`src/sv/u8l1_pkg.sv`:
```
`timescale 1ns / 1ps
// Shared types, constants and helpers of the UTF-8 to Latin-1 escaping decoder.
package u8l1_pkg;

    localparam int unsigned SEQ_DEPTH   = 6;
    localparam int unsigned QUEUE_DEPTH = 2;

    // Kinds of output job handed from the front to the back
    localparam logic [1:0] K_PLAIN = 2'd0;  // one raw byte
    localparam logic [1:0] K_ESC   = 2'd1;  // backslash and one letter
    localparam logic [1:0] K_HEX   = 2'd2;  // one to six \xNN escapes

    localparam logic [7:0] CH_BSLASH = 8'h5C;
    localparam logic [7:0] CH_X      = 8'h78;

    typedef struct packed {
        logic [1:0]                     kind;
        logic [2:0]                     nhex;
        logic [SEQ_DEPTH-1:0][7:0]      data;
    } t_job;

    function automatic logic [7:0] hex_char(input logic [3:0] nib);
        if (nib < 4'd10) begin
            hex_char = 8'h30 + {4'd0, nib};
        end else begin
            hex_char = 8'h57 + {4'd0, nib};
        end
    endfunction

endpackage

```
`src/sv/u8l1_front.sv`:
```
`timescale 1ns / 1ps
// Front end: decodes UTF-8 input items and queues at most one output job per item.
module u8l1_front
    import u8l1_pkg::*;
(
    input  logic       i_clk,
    input  logic       i_rst_n,
    input  logic       i_cfg_wr_en,
    input  logic [7:0] i_cfg_wr_data,
    input  logic       i_accept,
    input  logic [7:0] i_byte,
    input  logic       i_end,
    output logic       o_push,
    output t_job       o_job
);

    logic [7:0]  r_delim;
    logic [2:0]  r_need, n_need;
    logic [2:0]  r_cnt, n_cnt;
    logic [30:0] r_acc, n_acc;
    logic        r_resync, n_resync;
    logic [7:0]  r_seq [SEQ_DEPTH];

    logic        seq_we;
    logic [2:0]  seq_idx;
    logic        has_job;
    logic        is_cont;
    logic        is_ff;
    logic        esc_ascii;
    t_job        job;

    assign is_cont = (i_byte[7:6] == 2'b10);
    assign is_ff   = (i_byte[7:1] == 7'h7F);
    assign esc_ascii = (i_byte < 8'h20) || (i_byte == 8'h7F) || (i_byte == r_delim)
                     || ((r_delim != 8'd0) && (i_byte == CH_BSLASH));

    always_comb begin
        n_need   = r_need;
        n_cnt    = r_cnt;
        n_acc    = r_acc;
        n_resync = r_resync;
        seq_we   = 1'b0;
        seq_idx  = r_cnt;
        has_job  = 1'b0;
        job.kind = K_HEX;
        job.nhex = 3'd1;
        for (int k = 0; k < SEQ_DEPTH; k++) begin
            job.data[k] = i_byte;
        end

        if (r_resync && (is_cont || is_ff)) begin
            has_job = 1'b1;
        end else begin
            n_resync = 1'b0;
            if (r_need == 3'd0) begin
                if (!i_byte[7]) begin
                    has_job = 1'b1;
                    if (!esc_ascii) begin
                        job.kind = K_PLAIN;
                    end else begin
                        job.kind = K_ESC;
                        case (i_byte)
                            8'h0A:   job.data[0] = 8'h6E;
                            8'h0D:   job.data[0] = 8'h72;
                            8'h0C:   job.data[0] = 8'h66;
                            8'h0B:   job.data[0] = 8'h76;
                            8'h08:   job.data[0] = 8'h62;
                            8'h00:   job.data[0] = 8'h30;
                            default: job.kind    = K_HEX;
                        endcase
                    end
                end else if (i_byte[7:5] == 3'b110) begin
                    n_acc = {26'd0, i_byte[4:0]};
                    n_need = 3'd1;
                end else if (i_byte[7:4] == 4'b1110) begin
                    n_acc = {27'd0, i_byte[3:0]};
                    n_need = 3'd2;
                end else if (i_byte[7:3] == 5'b11110) begin
                    n_acc = {28'd0, i_byte[2:0]};
                    n_need = 3'd3;
                end else if (i_byte[7:2] == 6'b111110) begin
                    n_acc = {29'd0, i_byte[1:0]};
                    n_need = 3'd4;
                end else if (i_byte[7:1] == 7'b1111110) begin
                    n_acc = {30'd0, i_byte[0]};
                    n_need = 3'd5;
                end else begin
                    // stray continuation or 0xFE/0xFF
                    has_job  = 1'b1;
                    n_resync = 1'b1;
                end
                if (i_byte[7:6] == 2'b11 && !is_ff) begin
                    seq_we  = 1'b1;
                    seq_idx = 3'd0;
                    n_cnt   = 3'd1;
                end
            end else begin
                // stored bytes first, this byte at the end
                for (int k = 0; k < SEQ_DEPTH; k++) begin
                    job.data[k] = (3'(k) == r_cnt) ? i_byte : r_seq[k];
                end
                job.nhex = r_cnt + 3'd1;
                if (!is_cont) begin
                    has_job  = 1'b1;
                    n_need   = 3'd0;
                    n_cnt    = 3'd0;
                    n_resync = 1'b1;
                end else begin
                    seq_we = 1'b1;
                    n_cnt  = r_cnt + 3'd1;
                    n_acc  = {r_acc[24:0], i_byte[5:0]};
                    n_need = r_need - 3'd1;
                    if (n_need == 3'd0) begin
                        has_job = 1'b1;
                        n_cnt   = 3'd0;
                        if (n_acc[30:8] == 23'd0 && n_acc[7]) begin
                            job.kind    = K_PLAIN;
                            job.data[0] = n_acc[7:0];
                        end
                    end
                end
            end
        end

        // end of string: drop anything pending
        if (i_end) begin
            n_need   = 3'd0;
            n_cnt    = 3'd0;
            n_acc    = 31'd0;
            n_resync = 1'b0;
        end
    end

    always_ff @(posedge i_clk) begin
        if (!i_rst_n) begin
            r_delim  <= 8'd0;
            r_need   <= 3'd0;
            r_cnt    <= 3'd0;
            r_acc    <= 31'd0;
            r_resync <= 1'b0;
        end else begin
            if (i_cfg_wr_en) begin
                r_delim <= i_cfg_wr_data;
            end
            if (i_accept) begin
                r_need   <= n_need;
                r_cnt    <= n_cnt;
                r_acc    <= n_acc;
                r_resync <= n_resync;
            end
        end
    end

    always_ff @(posedge i_clk) begin
        if (i_accept && seq_we) begin
            r_seq[seq_idx] <= i_byte;
        end
    end

    assign o_push = i_accept && has_job;
    assign o_job  = job;

endmodule

```
`src/sv/u8l1_queue.sv`:
```
`timescale 1ns / 1ps
// Short job queue between the decoding front and the output back end.
module u8l1_queue
    import u8l1_pkg::*;
#(
    parameter int unsigned DEPTH = QUEUE_DEPTH
) (
    input  logic i_clk,
    input  logic i_rst_n,
    input  logic i_push,
    input  t_job i_job,
    input  logic i_pop,
    output logic o_full,
    output logic o_empty,
    output t_job o_head
);

    localparam int unsigned PTR_W = (DEPTH > 1) ? $clog2(DEPTH) : 1;
    localparam int unsigned CNT_W = $clog2(DEPTH + 1);

    t_job             r_mem [DEPTH];
    logic [PTR_W-1:0] r_wr_ptr;
    logic [PTR_W-1:0] r_rd_ptr;
    logic [CNT_W-1:0] r_count;

    assign o_full  = (r_count == CNT_W'(DEPTH));
    assign o_empty = (r_count == '0);
    assign o_head  = r_mem[r_rd_ptr];

    always_ff @(posedge i_clk) begin
        if (!i_rst_n) begin
            r_wr_ptr <= '0;
            r_rd_ptr <= '0;
            r_count  <= '0;
        end else begin
            if (i_push) begin
                r_wr_ptr <= (r_wr_ptr == PTR_W'(DEPTH - 1)) ? '0 : r_wr_ptr + 1'b1;
            end
            if (i_pop) begin
                r_rd_ptr <= (r_rd_ptr == PTR_W'(DEPTH - 1)) ? '0 : r_rd_ptr + 1'b1;
            end
            if (i_push && !i_pop) begin
                r_count <= r_count + 1'b1;
            end else if (i_pop && !i_push) begin
                r_count <= r_count - 1'b1;
            end
        end
    end

    always_ff @(posedge i_clk) begin
        if (i_push) begin
            r_mem[r_wr_ptr] <= i_job;
        end
    end

endmodule

```
`src/sv/u8l1_back.sv`:
```
`timescale 1ns / 1ps
// Back end: expands queued jobs into output items through an output register.
module u8l1_back
    import u8l1_pkg::*;
(
    input  logic       i_clk,
    input  logic       i_rst_n,
    input  logic       i_empty,
    input  t_job       i_head,
    output logic       o_pop,
    output logic       o_valid,
    input  logic       i_ready,
    output logic [7:0] o_byte,
    output logic       o_last
);

    logic [2:0] r_idx;
    logic [1:0] r_ph;
    logic       r_ovalid;
    logic [7:0] r_obyte;
    logic       r_olast;

    logic       step;
    logic       last;
    logic [7:0] cur;
    logic [7:0] nxt;

    assign step = !i_empty && (!r_ovalid || i_ready);
    assign cur  = i_head.data[r_idx];

    always_comb begin
        last = 1'b0;
        nxt  = i_head.data[0];
        case (i_head.kind)
            K_PLAIN: begin
                last = 1'b1;
            end
            K_ESC: begin
                last = (r_ph == 2'd1);
                nxt  = (r_ph == 2'd0) ? CH_BSLASH : i_head.data[0];
            end
            K_HEX: begin
                last = (r_ph == 2'd3) && (r_idx == i_head.nhex - 3'd1);
                case (r_ph)
                    2'd0:    nxt = CH_BSLASH;
                    2'd1:    nxt = CH_X;
                    2'd2:    nxt = hex_char(cur[7:4]);
                    default: nxt = hex_char(cur[3:0]);
                endcase
            end
            default: begin
                last = 1'b1;
            end
        endcase
    end

    always_ff @(posedge i_clk) begin
        if (!i_rst_n) begin
            r_idx    <= 3'd0;
            r_ph     <= 2'd0;
            r_ovalid <= 1'b0;
        end else begin
            if (step) begin
                r_ovalid <= 1'b1;
                if (last) begin
                    r_idx <= 3'd0;
                    r_ph  <= 2'd0;
                end else if (r_ph == 2'd3) begin
                    r_idx <= r_idx + 3'd1;
                    r_ph  <= 2'd0;
                end else begin
                    r_ph <= r_ph + 2'd1;
                end
            end else if (i_ready) begin
                r_ovalid <= 1'b0;
            end
        end
    end

    always_ff @(posedge i_clk) begin
        if (step) begin
            r_obyte <= nxt;
            r_olast <= last;
        end
    end

    assign o_pop   = step && last;
    assign o_valid = r_ovalid;
    assign o_byte  = r_obyte;
    assign o_last  = r_olast;

endmodule

```
`src/sv/utf8_to_latin1_escaping_decoder_unit.sv`:
```
`timescale 1ns / 1ps
// Top level of the UTF-8 to Latin-1 escaping decoder.
// Takes one UTF-8 byte per input item and writes a Latin-1 byte stream in
// which control bytes, the delimiter, the backslash (delimiter nonzero),
// invalid bytes and multi-byte code points outside 0x80..0xFF are escaped.
// The front end decodes an input item in the cycle it is accepted and queues
// at most one job; the back end turns each job into one to 24 output items,
// one per cycle while the output is ready, through an output register.
// Throughput is one input item per cycle while each item gives at most one
// output and the output is ready; longer jobs hold the back end, and input
// stalls once the job queue (QUEUE_DEPTH entries) is full. tlast on the
// output marks the last item produced by one input item; inputs that finish
// nothing produce no output. The user must write the delimiter register only
// while the block is idle; the block itself does not enforce it.
module utf8_to_latin1_escaping_decoder_unit
    import u8l1_pkg::*;
#(
    parameter int unsigned QUEUE_DEPTH_P = QUEUE_DEPTH
) (
    input  logic       i_clk,
    input  logic       i_rst_n,
    input  logic       i_cfg_wr_en,
    input  logic [7:0] i_cfg_wr_data,   // delimiter
    input  logic       s_axis_tvalid,
    output logic       s_axis_tready,
    input  logic [7:0] s_axis_tdata,    // [7:0] in_byte
    input  logic       s_axis_tlast,    // string_end
    output logic       m_axis_tvalid,
    input  logic       m_axis_tready,
    output logic [7:0] m_axis_tdata,    // [7:0] out_byte
    output logic       m_axis_tlast     // run_last
);

    logic accept;
    logic push;
    logic pop;
    logic full;
    logic empty;
    t_job job;
    t_job head;

    assign s_axis_tready = !full;
    assign accept        = s_axis_tvalid && !full;

    u8l1_front u_front (
        .i_clk         (i_clk),
        .i_rst_n       (i_rst_n),
        .i_cfg_wr_en   (i_cfg_wr_en),
        .i_cfg_wr_data (i_cfg_wr_data),
        .i_accept      (accept),
        .i_byte        (s_axis_tdata),
        .i_end         (s_axis_tlast),
        .o_push        (push),
        .o_job         (job)
    );

    u8l1_queue #(
        .DEPTH (QUEUE_DEPTH_P)
    ) u_queue (
        .i_clk   (i_clk),
        .i_rst_n (i_rst_n),
        .i_push  (push),
        .i_job   (job),
        .i_pop   (pop),
        .o_full  (full),
        .o_empty (empty),
        .o_head  (head)
    );

    u8l1_back u_back (
        .i_clk   (i_clk),
        .i_rst_n (i_rst_n),
        .i_empty (empty),
        .i_head  (head),
        .o_pop   (pop),
        .o_valid (m_axis_tvalid),
        .i_ready (m_axis_tready),
        .o_byte  (m_axis_tdata),
        .o_last  (m_axis_tlast)
    );

endmodule

```
`config.mk`:
```
export PLATFORM = sky130hd
export DESIGN_NAME = utf8_to_latin1_escaping_decoder_unit
export DESIGN_NICKNAME = d
export VERILOG_FILES = /design/src/sv/u8l1_pkg.sv /design/src/sv/u8l1_front.sv /design/src/sv/u8l1_queue.sv /design/src/sv/u8l1_back.sv /design/src/sv/utf8_to_latin1_escaping_decoder_unit.sv
export SDC_FILE = /design/constraint.sdc
export NUM_CORES = 1
export LEC_CHECK = 0
export BUFFER_PORTS_ARGS = -buffer_cell sky130_fd_sc_hd__buf_2
export CORE_ASPECT_RATIO = 1.25
export CORE_MARGIN = 4
export CORE_UTILIZATION = 45
export DETAILED_ROUTE_END_ITERATION = 6
export GPL_TIMING_DRIVEN = 1
export PLACE_DENSITY_LB_ADDON = 0.25
export SYNTH_ARGS = -nofsm -noshare
export SYNTH_HDL_FRONTEND = slang
export SYNTH_SLANG_ARGS = --single-unit
```
`constraint.sdc`:
```
create_clock -name i_clk -period 6.5 [get_ports i_clk]
set_clock_uncertainty 0.1 [all_clocks]
set_input_delay 1.3 -clock i_clk [delete_from_list [all_inputs] [get_ports i_clk]]
set_output_delay 1.3 -clock i_clk [all_outputs]
set_load 0.1 [all_outputs]
```
* Word-level counts from Yosys, hierarchy flattened
Memories as Yosys holds them, arrays and structs flattened. A register that Yosys moved wholly into a read port is not among the register bits.
Cells that the tools add are included.
** Storage, ports and cells
- Bits in registers :: 59
- Bits in writable memories :: 154
- Bits of input ports :: 22
- Output and inout bits :: 11
- Memories kept :: 2
** Memory list
- u_queue.r_mem :: depth 2, width 53, rd ports 1, clocked after Yosys merged registers in 1, write ports 1, RTL line u8l1_queue.sv:21 : t_job r_mem [DEPTH];
- u_front.r_seq :: depth 6, width 8, rd ports 6, clocked after Yosys merged registers in 0, write ports 1, RTL line u8l1_front.sv:22 : logic [7:0] r_seq [SEQ_DEPTH];
** Cells by class
- $add $sub $neg :: 13
- Magnitude comparators :: 4
- Eq/ne operators :: 32
- Multiplexer cells :: 94
- Reductions and logical operators :: 41
** Operator list (number)
- two-way mux 25 bit :: 10
- two-way mux 8 bit :: 16
- two-way mux 3 bit :: 21
- two-way mux 53 bit :: 1
- two-way mux 43 bit :: 1
- case mux 7 bit (6 select lines) :: 1
- == test 8 x 4 -> 1 bit (second input constant) :: 5
- two-way mux 1 bit :: 29
- binary-select mux 8 bit (select 3 bit) :: 1
- case mux 8 bit (3 select lines) :: 1
- logical NOT 23 bit :: 1
- two-way mux 2 bit :: 11
- adder 7 x 4 -> 8 bit (first input constant) :: 2
- == test 8 x 7 -> 1 bit (second input constant) :: 2
- case mux 8 bit (2 select lines) :: 1
- adder 6 x 4 -> 7 bit (first input constant) :: 2
- == test 7 bit (second input constant) :: 2
- == test 2 bit (second input constant) :: 6
- logical AND 1 bit :: 12
- logical NOT 3 bit :: 3
- == test 8 bit :: 1
- logical NOT 8 bit :: 1
- less-than comparator 4 bit (second input constant) :: 2
- less-than comparator 8 x 6 -> 1 bit (second input constant) :: 1
- other kinds (30) :: 51

* Depth between registers and ports, before layout
- Word-level depth :: 14
- Mapped depth :: 14
- Depth with buffers taken out :: 10

* Modules after synthesis
A second synthesis with hierarchy kept.
** Unflattened totals
- Cells, all modules :: 792
- Area, all modules :: 10129.7 um^2
** Modules (own cells, without submodules)
- u8l1_front :: times used 1, cells each 426, area each 4485.6 um^2
- u8l1_queue :: times used 1, cells each 187, area each 4060.1 um^2
- u8l1_back :: times used 1, cells each 177, area each 1574.0 um^2
- utf8_to_latin1_escaping_decoder_unit :: times used 1, cells each 2, area each 10.0 um^2

* Worst setup path before layout
OpenSTA, ideal clock, no wires.
- Kind :: input port to flip-flop
- From :: in s_axis_tdata[2]
- To :: mem u_queue.r_mem[0][0] (netlist name), enable pin
- Library setup time :: 470 ps
- Data arrival time :: 4846 ps
- Data required time :: 5930 ps
- Slack :: 1084 ps
- Stages on the path :: 6
- Cells stage by stage :: clkbuf_1 -> and4_1 -> a21o_1 -> nand3_1 -> a211oi_1 -> nor2b_1
** On the way
- Word-level cells in the longest chain between the ends :: 12
- Elaborated cells on any way between the ends :: 16
- Classes of those cells :: 3 x eq/ne; 10 x mux; 3 x reduce/logical
** RTL lines
- start: declaration :: RTL line utf8_to_latin1_escaping_decoder_unit.sv:26 : input logic [7:0] s_axis_tdata,
- == test 7 bit :: RTL line u8l1_front.sv:84 : end else if (i_byte[7:1] == 7'b1111110) begin
- two-way mux 1 bit :: RTL line u8l1_front.sv:84
- two-way mux 1 bit :: RTL line u8l1_front.sv:81 : end else if (i_byte[7:2] == 6'b111110) begin
- two-way mux 1 bit :: RTL line u8l1_front.sv:78 : end else if (i_byte[7:3] == 5'b11110) begin
- two-way mux 1 bit :: RTL line u8l1_front.sv:75 : end else if (i_byte[7:4] == 4'b1110) begin
- two-way mux 1 bit :: RTL line u8l1_front.sv:72 : end else if (i_byte[7:5] == 3'b110) begin
- two-way mux 1 bit :: RTL line u8l1_front.sv:56 : if (!i_byte[7]) begin
- two-way mux 1 bit :: RTL line u8l1_front.sv:55 : if (r_need == 3'd0) begin
- two-way mux 1 bit (*) :: RTL line u8l1_front.sv:51 : if (r_resync && (is_cont || is_ff)) begin
- logical AND 1 bit (*) :: RTL line u8l1_front.sv:160 : assign o_push = i_accept && has_job;
- net push :: RTL line utf8_to_latin1_escaping_decoder_unit.sv:35 : logic push;
- two-way mux 1 bit (*) :: RTL line u8l1_queue.sv:51 : if (i_push) begin
- two-way mux 1 bit (implied by the code) (*) :: RTL line u8l1_queue.sv:52 : r_mem[r_wr_ptr] <= i_job;
- end: declaration :: RTL line u8l1_queue.sv:21
The timed path passes the listed nets; every way through them passes the cells marked *.

* Final worst setup path
- From :: in s_axis_tdata[3]
- To :: mem u_queue.r_mem[0][41] (netlist name), enable pin
Same word-level chain as after synthesis.

==> metrics <==
Num CTS Buffers=22; Wirelength per Cell=19.6 um; crit path from=s_axis_tdata[3]; crit path max fanout=31; CTS Sinks=214; Crit path required time=6.55 ns; TritonRoute pass-1 iters=5; die width=140 um; hold buffers post-CTS=0; Initial Util=0.458; Crit path max-delay family=simple AND/OR/NAND/NOR gates; total gr overflow=0; worst reg2reg endpoint=u_back.o_byte[2]; die area=24300 um^2; Setup CP Type=input pin to flip-flop; cell count along the critical path=7; sequential share of the synthesized area=0.602; Nets=834; Final Hold Fails=0; # port buffers=32; Max transition margin=0.183; Critical path buffers and inverters=2; Slew @ Worst Pin=1.22 ns; Data arrival, critical path=4.09 ns; status=complete, no violations; pwr/cell area=368 nW/um^2; Post-Syn Instances=779; CP Capture Type=flip-flop; DRC Markers=0; clock tree from TritonCTS=yes; worst vdd ir=0.265 mV; pre-CTS WS=1.91 ns; Core ar.=21500 um^2; Root Buffer=clkbuf_16; minimum clock period=4.04 ns; Syn Area/Cell=12.6 um^2; ANT cells=0; warnings from Yosys=0; routed vias=6198; WL final=21400 um; layout cells sized above 1=0.148; Final ANT Viol Nets=0; # IOs=33; Post-synth EDFFs=163; postcts setup bufs=0; setup violators final=0; synth unique cells=70; max-cap check violation count=0; Post-synth ARST share=0; flops & latches, synth=214; Tcrit/Tclk final=0.622; critical path's largest stage delay=0.68 ns; CTS H-Tree Depth=1; vias in the first global route=6357; Max Buffers Root-to-Sink=3; Clock Pin Slew Worst Setup and Hold Paths=0.06 ns; top cells by area, synth=edfxtp_1 50%, dfxtp_1 10%, mux2i_1 3.4%; Fin Setup TNS=0 ns; Area Growth Syn to Fin=9.96%; Resized Gates After CTS=0; Clock Latency Late Sink=0.50 ns; largest net degree at the start of global routing=51; worst setup margin=2.46 ns; FF-to-FF path depth=11; Max Clk Rate=247 MHz; hold crit path type=flip-flop to flip-flop; CP endpoint=u_queue.r_mem[0][41]; gpl congestion=0.912; Placed Cells=1048; largest area contributor in the netlist=edfxtp_1; Worst path slowest cell=nor2b_4; first-pass GRT wire length=34100 um; worst-path cell chain=buf_2, and4_1, a21o_1, nand3_1, a211oi_1, nor2b_4, buf_4; Slew Viols, Final=0; crit path launch type=input pin; Synth Flop Type=edfxtp_1; initial antenna violation count=0; top-area cell type share of the netlist area=0.498; RSZ-0062 raised after global routing=no; Vias/cell=5.70; DRT iter0 DRCs=381; R2R Setup Slk=2.93 ns; syn_nets=820; Die Ht=173 um; fin cells=1088; detailed placement HPWL=15200 um; synthesized area=9820 um^2; Total Routing Usage GR=0.175; worst hold margin=0.359 ns; LEAKAGE=3.69 nW; # rows=60
how the worst min path moves through the flow:
stage	depth (start not counted)	startpoint	end	slack [ns]
3_3_place_gp	2	u_front.r_acc[24]	u_front.r_acc[24]	0.34
5_1_grt	2	u_front.r_acc[19]	u_front.r_acc[19]	0.38
3_5_place_dp	2	u_front.r_acc[19]	u_front.r_acc[19]	0.35
4_1_cts	2	u_front.r_acc[19]	u_front.r_acc[19]	0.36
2_1_floorplan	2	u_front.r_acc[20]	u_front.r_acc[20]	0.33
6_report	2	u_front.r_acc[19]	u_front.r_acc[19]	0.36
kinds of logic (layout without fill, tap and decap cells):
group,count (synthesis),after routing,synth area share
simple gates,228,228,0.112
flops,214,214,0.602
compound gates,156,156,0.102
mux,74,74,0.106
buf+inv,70,100,0.0378
fa+ha+maj,19,19,0.0242
xor+xnor,18,18,0.0160
state kept, by name, indices dropped and copies added, names as in the netlist, 3 cells and up, named ones only:
signal and count:
u_back.r_idx 3, u_front.r_delim 8, u_front.r_need 3, u_queue.r_mem 106, u_back.o_byte 8, u_front.r_acc 25, u_front.r_seq 48, u_front.r_cnt 3
layer usage:
metal | track usage | vias to the layer above | wire, um
met5 | 0 | - | 0
met4 | 0.0549 | 0 | 560
met3 | 0.0219 | 43 | 896
met2 | 0.317 | 170 | 11300
met1 | 0.215 | 3037 | 8660
li1 | - | 2948 | -
layout make-up:
cell class / count / area, um^2
clock inverters: 12 / 106
clock buffers: 28 / 604
well taps: 279 / 349
fillers: 1913 / 10700
flip-flops and latches: 214 / 5920
inverters: 24 / 90.1
multi-input cells: 495 / 3550
repair buffers: 36 / 190
Yosys cell counts (all sizes together) (12+ instances only):
| master | number |
|---|---|
| nand2b | 14 |
| a21oi | 60 |
| nand2 | 72 |
| xor2 | 13 |
| nand3 | 34 |
| mux2i | 34 |
| nor2b | 12 |
| o21ai | 39 |
| buf | 20 |
| nor2 | 47 |
| mux4 | 18 |
| inv | 24 |
| mux2 | 22 |
| dfxtp | 51 |
| clkbuf | 25 |
| ha | 19 |
| edfxtp | 163 |
metrics by stage:
stage / instance area (um^2) / utilization / total power, mW
floorplan: 9820 / - / 2.59
global placement: 10100 / 0.470 / 2.76
detailed placement: 10100 / 0.470 / 2.78
CTS: 10800 / 0.503 / 4.01
global route: 10800 / 0.503 / 4.15
finish: 10800 / 0.503 / 3.97
worst min-delay path, cell delays in order, from the launching register on:
cell,delay [ns]
dfxtp_1,0.31
nand2_1,0.05
a21oi_1,0.05
layout by cell type (no fill, tap or decap), drive strengths merged, types with 3 or more instances in the layout:
cell type,Yosys,routed
a32oi,3,3
a31o,3,3
mux2i,34,34
a221oi,3,3
mux4,18,18
nand4,4,4
or3,4,4
dfxtp,51,51
ha,19,19
clkinv,0,6
xnor2,5,5
nor2,47,47
a221o,3,3
xor2,13,13
o21ai,39,39
a21oi,60,60
mux2,22,22
a22oi,5,5
nand2,72,72
nor2b,12,12
a31oi,6,6
nor3,10,10
nand2b,14,14
and2,7,7
buf,20,36
or2,4,4
a211oi,5,5
clkinvlp,0,3
nor4,10,10
a21o,5,5
nand3,34,34
edfxtp,163,163
a41oi,3,3
inv,24,26
clkbuf,25,28
power by group:
part,switching (mW),internal [mW]
registers,0.0647,1.69
logic,0.702,0.298
clock network,0.513,0.706
total,1.28,2.69
(Power assumes the default switching activity.)
